File: src/hdl/eca_pkg.sv
// shared types and constants of the earliest finish counter assigner
package eca_pkg;

  // fixed field widths
  localparam int unsigned SVC_W      = 16;
  localparam int unsigned FIN_W      = 32;
  localparam int unsigned SRV_OUT_W  = 2;
  localparam int unsigned LOAD_OUT_W = 16;
  localparam int unsigned IN_USE_W   = 3;

  // parameter defaults
  localparam int unsigned NUM_SERVERS_DEF = 4;
  localparam int unsigned TALLY_W_DEF     = 16;

  // configuration port
  localparam int unsigned CFG_IDX_W  = 3;
  localparam int unsigned CFG_DATA_W = 16;

  // register indexes: service times sit at 0 .. REG_SERVICE_COUNT-1
  localparam int unsigned           REG_SERVICE_COUNT  = 4;
  localparam logic [CFG_IDX_W-1:0]  REG_SERVERS_IN_USE = 3'd4;

  // reset values
  localparam logic [SVC_W-1:0]    SVC_RST    = 16'd1;
  localparam logic [IN_USE_W-1:0] IN_USE_RST = 3'd4;

  // stream widths
  localparam int unsigned IN_TDATA_W  = 8;
  localparam int unsigned OUT_TDATA_W = 88;

  // update command from the pipeline to the server bank
  typedef struct packed {
    logic en;     // a job is assigned this cycle
    logic start;  // the job opens a new batch
  } upd_t;

endpackage

File: src/hdl/eca_argmin.sv
// earliest finish selection over the servers in use
module eca_argmin #(
  parameter int unsigned NUM_SERVERS = eca_pkg::NUM_SERVERS_DEF,
  parameter int unsigned TALLY_WIDTH = eca_pkg::TALLY_W_DEF,
  localparam int unsigned IW = (NUM_SERVERS > 1) ? $clog2(NUM_SERVERS) : 1
) (
  input  logic [NUM_SERVERS-1:0][eca_pkg::FIN_W-1:0] fin_i,
  input  logic [NUM_SERVERS-1:0][eca_pkg::SVC_W-1:0] svc_i,
  input  logic [NUM_SERVERS-1:0][TALLY_WIDTH-1:0]    tally_i,
  input  logic [NUM_SERVERS-1:0]                     mask_i,
  output logic [IW-1:0]                              best_idx_o,
  output logic [eca_pkg::FIN_W-1:0]                  best_fin_o,
  output logic [TALLY_WIDTH-1:0]                     best_tally_o
);

  // scan in index order; strictly smaller finish wins, ties go to the faster server
  always_comb begin
    logic [IW-1:0]             bi;
    logic [eca_pkg::FIN_W-1:0] bf;
    logic [eca_pkg::SVC_W-1:0] bs;
    logic [TALLY_WIDTH-1:0]    bt;
    bi = '0;
    bf = fin_i[0];
    bs = svc_i[0];
    bt = tally_i[0];
    for (int s = 1; s < NUM_SERVERS; s++) begin
      if (mask_i[s] && ((fin_i[s] < bf) || ((fin_i[s] == bf) && (svc_i[s] < bs)))) begin
        bi = IW'(s);
        bf = fin_i[s];
        bs = svc_i[s];
        bt = tally_i[s];
      end
    end
    best_idx_o   = bi;
    best_fin_o   = bf;
    best_tally_o = bt;
  end

endmodule

File: src/hdl/eca_server_bank.sv
// per-server service times, tallies and running finish times
module eca_server_bank #(
  parameter int unsigned NUM_SERVERS = eca_pkg::NUM_SERVERS_DEF,
  parameter int unsigned TALLY_WIDTH = eca_pkg::TALLY_W_DEF,
  localparam int unsigned IW = (NUM_SERVERS > 1) ? $clog2(NUM_SERVERS) : 1
) (
  input  logic                                       clk_i,
  input  logic                                       rst_ni,
  input  logic                                       cfg_valid_i,
  input  logic [eca_pkg::CFG_IDX_W-1:0]              cfg_index_i,
  input  logic [eca_pkg::CFG_DATA_W-1:0]             cfg_data_i,
  input  eca_pkg::upd_t                              upd_i,
  input  logic [IW-1:0]                              upd_idx_i,
  output logic [NUM_SERVERS-1:0][eca_pkg::FIN_W-1:0] eff_fin_o,
  output logic [NUM_SERVERS-1:0][eca_pkg::SVC_W-1:0] svc_o,
  output logic [NUM_SERVERS-1:0][TALLY_WIDTH-1:0]    eff_tally_o,
  output logic [NUM_SERVERS-1:0]                     mask_o,
  output logic                                       busy_o
);

  localparam int unsigned PW = eca_pkg::SVC_W + TALLY_WIDTH + 1;

  logic [NUM_SERVERS-1:0][eca_pkg::SVC_W-1:0] svc_q, svc_d;
  logic [NUM_SERVERS-1:0][TALLY_WIDTH-1:0]    tally_q, tally_d;
  logic [NUM_SERVERS-1:0][eca_pkg::FIN_W-1:0] fin_q, fin_d;
  logic [NUM_SERVERS-1:0]                     stale_q, stale_d;
  logic [eca_pkg::IN_USE_W-1:0]               in_use_q, in_use_d;

  logic [IW-1:0]             rc_idx;
  logic [PW-1:0]             rc_prod;
  logic [63:0]               rc_prod64;
  logic [eca_pkg::FIN_W-1:0] rc_fin;

  // view of the state as the current job sees it, after an optional batch clear
  always_comb begin
    for (int s = 0; s < NUM_SERVERS; s++) begin
      eff_fin_o[s]   = upd_i.start ? eca_pkg::FIN_W'(svc_q[s]) : fin_q[s];
      eff_tally_o[s] = upd_i.start ? '0 : tally_q[s];
      mask_o[s]      = (s == 0) || (4'(s) < {1'b0, in_use_q});
    end
  end

  assign svc_o  = svc_q;
  assign busy_o = |stale_q;

  // lowest stale server goes through the shared multiplier
  always_comb begin
    rc_idx = '0;
    for (int s = NUM_SERVERS - 1; s >= 0; s--) begin
      if (stale_q[s]) begin
        rc_idx = IW'(s);
      end
    end
  end

  assign rc_prod   = PW'(svc_q[rc_idx]) * (PW'(tally_q[rc_idx]) + PW'(1));
  assign rc_prod64 = 64'(rc_prod);
  assign rc_fin    = (|rc_prod64[63:eca_pkg::FIN_W]) ? '1 : rc_prod64[eca_pkg::FIN_W-1:0];

  // next state: config writes, finish recompute, job assignment
  always_comb begin
    logic [eca_pkg::FIN_W:0] sum;
    svc_d    = svc_q;
    tally_d  = tally_q;
    fin_d    = fin_q;
    stale_d  = stale_q;
    in_use_d = in_use_q;
    sum      = '0;

    // recompute one finish time after a service time change
    if (|stale_q) begin
      fin_d[rc_idx]   = rc_fin;
      stale_d[rc_idx] = 1'b0;
    end

    // job assignment; the chosen server advances unless its tally is full
    if (upd_i.en) begin
      if (upd_i.start) begin
        for (int s = 0; s < NUM_SERVERS; s++) begin
          tally_d[s] = '0;
          fin_d[s]   = eca_pkg::FIN_W'(svc_q[s]);
        end
      end
      if (!(&eff_tally_o[upd_idx_i])) begin
        sum = {1'b0, eff_fin_o[upd_idx_i]} + (eca_pkg::FIN_W + 1)'(svc_q[upd_idx_i]);
        tally_d[upd_idx_i] = eff_tally_o[upd_idx_i] + 1'b1;
        fin_d[upd_idx_i]   = sum[eca_pkg::FIN_W] ? '1 : sum[eca_pkg::FIN_W-1:0];
      end
    end

    // configuration writes
    if (cfg_valid_i) begin
      for (int s = 0; s < NUM_SERVERS; s++) begin
        if ((s < eca_pkg::REG_SERVICE_COUNT) &&
            (cfg_index_i == eca_pkg::CFG_IDX_W'(s))) begin
          svc_d[s]   = cfg_data_i[eca_pkg::SVC_W-1:0];
          stale_d[s] = 1'b1;
        end
      end
      if (cfg_index_i == eca_pkg::REG_SERVERS_IN_USE) begin
        in_use_d = cfg_data_i[eca_pkg::IN_USE_W-1:0];
      end
    end
  end

  // state registers
  always_ff @(posedge clk_i or negedge rst_ni) begin
    if (!rst_ni) begin
      for (int s = 0; s < NUM_SERVERS; s++) begin
        svc_q[s]   <= eca_pkg::SVC_RST;
        tally_q[s] <= '0;
        fin_q[s]   <= eca_pkg::FIN_W'(eca_pkg::SVC_RST);
      end
      stale_q  <= '0;
      in_use_q <= eca_pkg::IN_USE_RST;
    end else begin
      svc_q    <= svc_d;
      tally_q  <= tally_d;
      fin_q    <= fin_d;
      stale_q  <= stale_d;
      in_use_q <= in_use_d;
    end
  end

endmodule

File: src/hdl/earliest_finish_counter_assigner_core.sv
// top level: input register, earliest finish selection, result register
// a job accepted into the input register moves to the result register when it advances
// one job per cycle when not stalled; tallies and finish times update in the same cycle
// a service time write stalls jobs while the written server's finish
// time is rebuilt through the one shared multiplier
// reset: service times 1, all servers in use, tallies and makespan zero, both stages empty
module earliest_finish_counter_assigner_core #(
  parameter int unsigned NUM_SERVERS = eca_pkg::NUM_SERVERS_DEF,
  parameter int unsigned TALLY_WIDTH = eca_pkg::TALLY_W_DEF
) (
  input  logic                               clk_i,
  input  logic                               rst_ni,
  input  logic                               s_axis_tvalid,
  output logic                               s_axis_tready,
  // [0] start_batch
  input  logic [eca_pkg::IN_TDATA_W-1:0]     s_axis_tdata,
  output logic                               m_axis_tvalid,
  input  logic                               m_axis_tready,
  // [1:0] chosen_server, [17:2] server_load, [49:18] finish_time,
  // [81:50] makespan, [82] saturated
  output logic [eca_pkg::OUT_TDATA_W-1:0]    m_axis_tdata,
  input  logic                               cfg_valid_i,
  output logic                               cfg_ready_o,
  input  logic [eca_pkg::CFG_IDX_W-1:0]      cfg_index_i,
  input  logic [eca_pkg::CFG_DATA_W-1:0]     cfg_data_i
);

  localparam int unsigned IW = (NUM_SERVERS > 1) ? $clog2(NUM_SERVERS) : 1;

  logic in_vld_q, in_vld_d;
  logic in_start_q, in_start_d;
  logic out_vld_q, out_vld_d;
  logic [eca_pkg::OUT_TDATA_W-1:0] out_data_q, out_data_d;
  logic [eca_pkg::FIN_W-1:0] mk_q, mk_d;

  logic                                       advance;
  logic                                       busy;
  eca_pkg::upd_t                              upd;
  logic [NUM_SERVERS-1:0][eca_pkg::FIN_W-1:0] eff_fin;
  logic [NUM_SERVERS-1:0][eca_pkg::SVC_W-1:0] svc;
  logic [NUM_SERVERS-1:0][TALLY_WIDTH-1:0]    eff_tally;
  logic [NUM_SERVERS-1:0]                     mask;
  logic [IW-1:0]                              best_idx;
  logic [eca_pkg::FIN_W-1:0]                  best_fin;
  logic [TALLY_WIDTH-1:0]                     best_tally;
  logic                                       sat;
  logic [TALLY_WIDTH-1:0]                     new_tally;
  logic [31:0]                                new_tally32;
  logic [eca_pkg::FIN_W-1:0]                  mk_base;
  logic [eca_pkg::FIN_W-1:0]                  mk_new;
  logic [eca_pkg::SRV_OUT_W-1:0]              chosen;

  // handshake
  assign advance       = in_vld_q && !busy && (!out_vld_q || m_axis_tready);
  assign s_axis_tready = !in_vld_q || advance;
  assign cfg_ready_o   = 1'b1;
  assign m_axis_tvalid = out_vld_q;
  assign m_axis_tdata  = out_data_q;

  assign upd.en    = advance;
  assign upd.start = in_start_q;

  eca_server_bank #(
    .NUM_SERVERS (NUM_SERVERS),
    .TALLY_WIDTH (TALLY_WIDTH)
  ) u_bank (
    .clk_i       (clk_i),
    .rst_ni      (rst_ni),
    .cfg_valid_i (cfg_valid_i),
    .cfg_index_i (cfg_index_i),
    .cfg_data_i  (cfg_data_i),
    .upd_i       (upd),
    .upd_idx_i   (best_idx),
    .eff_fin_o   (eff_fin),
    .svc_o       (svc),
    .eff_tally_o (eff_tally),
    .mask_o      (mask),
    .busy_o      (busy)
  );

  eca_argmin #(
    .NUM_SERVERS (NUM_SERVERS),
    .TALLY_WIDTH (TALLY_WIDTH)
  ) u_argmin (
    .fin_i        (eff_fin),
    .svc_i        (svc),
    .tally_i      (eff_tally),
    .mask_i       (mask),
    .best_idx_o   (best_idx),
    .best_fin_o   (best_fin),
    .best_tally_o (best_tally)
  );

  // result fields
  assign sat         = &best_tally;
  assign new_tally   = sat ? best_tally : best_tally + 1'b1;
  assign new_tally32 = 32'(new_tally);
  assign mk_base     = in_start_q ? '0 : mk_q;
  assign mk_new      = (best_fin > mk_base) ? best_fin : mk_base;
  assign chosen      = eca_pkg::SRV_OUT_W'(best_idx);

  // stage control and result packing
  always_comb begin
    in_vld_d   = in_vld_q;
    in_start_d = in_start_q;
    out_vld_d  = out_vld_q;
    out_data_d = out_data_q;
    mk_d       = mk_q;
    if (advance) begin
      in_vld_d = 1'b0;
    end
    if (s_axis_tvalid && s_axis_tready) begin
      in_vld_d   = 1'b1;
      in_start_d = s_axis_tdata[0];
    end
    if (m_axis_tready) begin
      out_vld_d = 1'b0;
    end
    if (advance) begin
      out_vld_d  = 1'b1;
      mk_d       = mk_new;
      out_data_d = {5'd0, sat, mk_new, best_fin,
                    new_tally32[eca_pkg::LOAD_OUT_W-1:0], chosen};
    end
  end

  // control registers
  always_ff @(posedge clk_i or negedge rst_ni) begin
    if (!rst_ni) begin
      in_vld_q  <= 1'b0;
      out_vld_q <= 1'b0;
      mk_q      <= '0;
    end else begin
      in_vld_q  <= in_vld_d;
      out_vld_q <= out_vld_d;
      mk_q      <= mk_d;
    end
  end

  // payload registers
  always_ff @(posedge clk_i) begin
    in_start_q <= in_start_d;
    out_data_q <= out_data_d;
  end

endmodule

File: config.mk
export PLATFORM = sky130hd
export DESIGN_NAME = earliest_finish_counter_assigner_core
export DESIGN_NICKNAME = d
export VERILOG_FILES = /design/src/hdl/eca_pkg.sv /design/src/hdl/eca_argmin.sv /design/src/hdl/eca_server_bank.sv /design/src/hdl/earliest_finish_counter_assigner_core.sv
export SDC_FILE = /design/constraint.sdc
export NUM_CORES = 2
export LEC_CHECK = 0
export BUFFER_PORTS_ARGS = -buffer_cell sky130_fd_sc_hd__clkbuf_2
export CORE_MARGIN = 2
export CORE_UTILIZATION = 60
export CTS_BUF_LIST = sky130_fd_sc_hd__clkbuf_2
export DETAILED_ROUTE_END_ITERATION = 6
export GPL_ROUTABILITY_DRIVEN = 0
export PLACE_DENSITY = 0.77
export SYNTH_ARGS = -nofsm -noshare
export SYNTH_HDL_FRONTEND = slang
export SYNTH_HIERARCHICAL = 1
export SYNTH_SLANG_ARGS = --single-unit
File: constraint.sdc
create_clock -name clk_i -period 16.3 [get_ports clk_i]
set_input_delay 1.63 -clock clk_i [delete_from_list [all_inputs] [get_ports clk_i]]
set_output_delay 1.63 -clock clk_i [all_outputs]
set_load 0.05 [all_outputs]
Yosys cells after proc, flatten, opt, wreduce, memory -nomap -nowiden
Index checks and enable logic that the tools add are counted.
{"block": "totals", "register_bits": 381, "elab_cells": 144, "in_bits": 32, "output_inout_bits": 91}
{"block": "classes", "bitwise_logic": 2, "mul": 1, "n_addsub": 4, "n_eq_ne": 7, "n_reduce_logical": 30, "n_mux": 67, "n_lt_le_gt_ge": 14}
{"op": "$mux W128", "n": 5}
{"op": "$mux W32", "n": 14}
{"op": "$bwmux W128", "n": 2}
{"op": "$mux W16", "n": 15}
{"op": "$mux W64", "n": 3}
{"op": "$bmux W16 S2", "n": 4}
{"op": "$demux W32 S2", "n": 2}
{"op": "$eq A32 B32 Y1", "n": 3}
{"op": "$lt A32 B32 Y1", "n": 3}
{"op": "$bmux W32 S2", "n": 1}
{"op": "$bwmux W64", "n": 1}
{"op": "$lt A16 B16 Y1", "n": 3}
{"op": "$add A32 B16 Y33", "n": 1}
{"op": "$mul A16 B33 Y33", "n": 1}
{"op": "$add A16 B1 Y16 const B", "n": 2}
{"op": "$demux W16 S2", "n": 1}
{"op": "$gt A32 B32 Y1", "n": 1}
{"op": "$reduce_and A16 Y1", "n": 2}
{"op": "$add A16 B1 Y17 const B", "n": 1}
{"op": "$mux W2", "n": 6}
{"op": "$logic_and A1 B1 Y1", "n": 11}
{"op": "$mux W1", "n": 10}
{"op": "$reduce_and A2 Y1", "n": 5}
{"op": "$mux W4", "n": 2}
{"op": "other kinds (15)", "n": 26}

Longest topological paths before layout
{"block": "logic_depth", "depth_word": 23, "depth_mapped": 65, "ltp_nobuf": 43}

Modules after synthesis
Netlist, hierarchy kept.
{"mod": "eca_server_bank", "n_inst": 1, "cells_each": 2945, "area_each_um2": 26531.7}
{"mod": "eca_argmin", "n_inst": 1, "cells_each": 697, "area_each_um2": 5831.8}
{"mod": "earliest_finish_counter_assigner_core", "n_inst": 1, "cells_each": 447, "area_each_um2": 5750.5}

Worst setup path after synthesis
No wires, ideal clock.
{"block": "synth_path", "path_type": "reg2reg", "startpoint": "reg in_start_q", "endpoint": "reg u_bank/fin_q[61] in the netlist's numbering", "synth_period_minus_slack_ns": 13.187, "t_required_ns": 16.159, "setup_slack_ns": 3.113, "path_stages_with_launch": 58, "n_path_buf": 22, "arrival_ns": 13.046, "cell_sequence": "edfxtp_1 > buf_2 > buf_2 > clkbuf_1 > clkbuf_1 > buf_2 > clkbuf_1 > clkbuf_1 > nor2b_1 > ha_1 > nand4_1 > nor4_2 > nand3_1 > a211oi_2 > a21o_1 > buf_6 > buf_8 > buf_6 > [22 not listed] > buf_4 > buf_2 > buf_2 > buf_2 > buf_1 > clkbuf_1 > mux4_2 > ha_1 > fa_1 > a211oi_1 > o21a_1 > o211a_1 > o31ai_1 > and4b_1 > clkbuf_1 > or4b_1 > o21ai_1 > o22ai_1"}
{"element": "start: declaration", "line_no": "earliest_finish_counter_assigner_core.sv:31", "rtl": "logic in_start_q, in_start_d;"}
{"element": "start signal: assignment", "line_no": "earliest_finish_counter_assigner_core.sv:142", "rtl": "in_start_q <= in_start_d;"}
{"element": "end signal: indexed assignment", "line_no": "eca_server_bank.sv:112", "rtl": "fin_q[s] <= eca_pkg::FIN_W'(eca_pkg::SVC_RST);"}
{"element": "end signal: assignment", "line_no": "eca_server_bank.sv:119", "rtl": "fin_q <= fin_d;"}
{"element": "end: declaration", "line_no": "eca_server_bank.sv:25", "rtl": "logic [NUM_SERVERS-1:0][eca_pkg::FIN_W-1:0] fin_q, fin_d;"}

==> impl_results.md <==
- Status: finished, violations left
- Violated checks: DRC
- Tmin final: 14.88 ns
- Worst stage delay on the critical path: 1.00 ns
- Critical Path Fanout Max: 143
- Starting Density: 60.5%
- IO Pins: 123
- GRT Overall Usage: 37.6%
- Clock tree from TritonCTS: yes
- Via density: 6.53
- Buffer depth of the longest clock path: 3
- Final setup violation count: 0
- Syn. warnings: 6
- CP startpoint kind: register
- Post-Route M1 WL: 45800 um
- Hold buffers post-CTS: 0
- Die width: 256 um
- Fin crit share: 91.3%
- Slowest stage cell, crit path: and4b_1
- Cell mode on critical path: ha_1
- Initial detailed-routing violation count: 4281
- Drt total wl: 123000 um
- Clk root buf: clkbuf_2
- Core Box Area: 63000 um2
- Clock Latency Late Sink: 1.21 ns
- RSZ-0062 raised after global routing: no
- WL/cell: 24.1 um
- Detailed Place HPWL: 87500 um
- DIE HEIGHT: 256 um
- Post-CTS Resized: 0
- Met2 wire length: 52900 um
- Synthesized area: 38100 um2
- Final routed DRC violation total: 33
- Hold Path Class: input pin to asynchronous set/reset pin
- Syn_area_per_cell: 9.32 um2
- Crit. End Element: register
- Cell count after synthesis: 4087
- WL met3: 15200 um
- Worst-Margin Slew: 1.32 ns
- I/O Buffers: 109
- Setup bufs post-CTS: 0
- Clock-pin slew on the worst setup and hold paths: 0.13 ns
- 1st-pass router iterations: 7
- Post-Route Setup TNS: 0 ns
- Worst endpoint required time: 17.34 ns
- Vias in the first global route: 33400
- Layout cells sized above 1: 16.7%
- Core Rows: 92
- Arrival @ worst endpoint: 15.92 ns
- DR top layer: met5
- Vias: 33300
- Initial antenna violation count: 6
- Slew headroom: 12.3%
- Area Growth Syn to Fin: 6.10%
- Die area: 65500 um2
- Critical path class: register to register
- Final Hold Viols: 0
- First-pass GRT wire length: 191000 um
- Final #Nets: 4708
- Max Slew Vio Count: 0
- CTS Sinks: 381
- Total gr overflow: 0
- Largest net degree at the start of global routing: 144
- MaxCap Viol Count: 0
- Fmax: 0.0672 GHz
- CTS H-tree depth: 3
- Post-Route Skew: 0.142 ns
- Num CTS Buffers: 101
- Post-DRT Antenna Nets: 0
## stage by stage
step	instances	utilization [%]	setup slack (ns)	hold slack, ns	cell area, um2
floorplan	4091	-	3.11	0.461	38100
global placement	4913	62.7	2.35	0.485	39500
detailed placement	4913	62.7	2.14	0.492	39500
CTS	5099	64.2	2.07	0.420	40400
global route	5105	64.2	1.09	0.437	40400
finish	5106	64.2	1.42	0.452	40400
## critical path: cells and delay by family, from the launching register on
| kind | cells | cell delay, ns |
|---|---|---|
| simple gates | 10 | 2.94 |
| mux | 4 | 1.44 |
| compound gates | 17 | 5.49 |
| flops | 1 | 0.74 |
| fa+ha+maj | 4 | 1.34 |
| buf+inv | 6 | 2.58 |
## placed cells by master (no fill, tap or decap), types with 19 or more instances in the layout
master / n
clkinv_1: 30
a211oi_1: 21
nand3_1: 71
and2_1: 43
nand4_1: 42
o21ai_0: 188
xor2_1: 36
a22o_1: 40
mux4_2: 56
o21ai_1: 52
nand2_1: 400
nor2b_1: 133
a22oi_1: 24
fa_1: 209
clkbuf_2: 244
dfrtp_1: 287
o22ai_1: 98
inv_1: 416
mux2_1: 23
o21a_1: 30
ha_1: 297
mux2i_1: 137
edfxtp_1: 84
buf_4: 79
nor3_1: 33
a21oi_1: 162
xnor2_1: 53
o2bb2ai_1: 19
nor2_1: 303
mux2_2: 183
nand2b_1: 52
a21o_1: 46
## flip-flops by register name (all words and copies together), names as in the netlist, 3 cells and up
register,count
u_bank/in_use_q,3
m_axis_tdata,83
mk_q,32
u_bank/fin_q,128
u_bank/tally_q,64
u_bank/svc_o,64
u_bank/stale_q,4
## area by class of cell
cell class,instances,area [um2]
Clock buffer,136,681
Timing Repair Buffer,191,1210
Clock inverter,50,274
Multi-Input combinational cell,3075,25600
Fill cell,5187,22500
Sequential cell,381,9970
Antenna cell,7,17.5
Tap cell,846,1060
Inverter,420,1580
## routing by layer
metal  GRT usage (%)  vias to the layer above
li1                -                    14500
met1            48.4                    15900
met3            10.1                      592
met4            24.5                        4
met5               0                        -
met2            55.8                     2286
## worst paths after layout
| path | depth (start not counted) | startpoint | end | slack [ns] |
|---|---|---|---|---|
| worst max-delay path | 41 | in_start_q$_DFFE_PP_ | u_bank/fin_q[44]$_DFF_PN0_ | 1.42 |
| worst min-delay path | 1 | rst_ni | u_bank/svc_o[37]$_DFFE_PN0P_ | 0.45 |
| worst max register to register | 41 | in_start_q$_DFFE_PP_ | u_bank/fin_q[44]$_DFF_PN0_ | 1.42 |
| worst min register to register | 2 | u_bank/tally_q[27]$_DFFE_PN0P_ | u_bank/tally_q[27]$_DFFE_PN0P_ | 0.51 |
| max in group asynchronous | 3 | rst_ni | u_bank/fin_q[91]$_DFF_PN0_ | 13.54 |
| min in group clk_i | 2 | u_bank/tally_q[27]$_DFFE_PN0P_ | u_bank/tally_q[27]$_DFFE_PN0P_ | 0.51 |
Power is left out: the tool's default activity adds up to more than one toggle a clock period on the data nets, which glitch-free logic cannot reach.
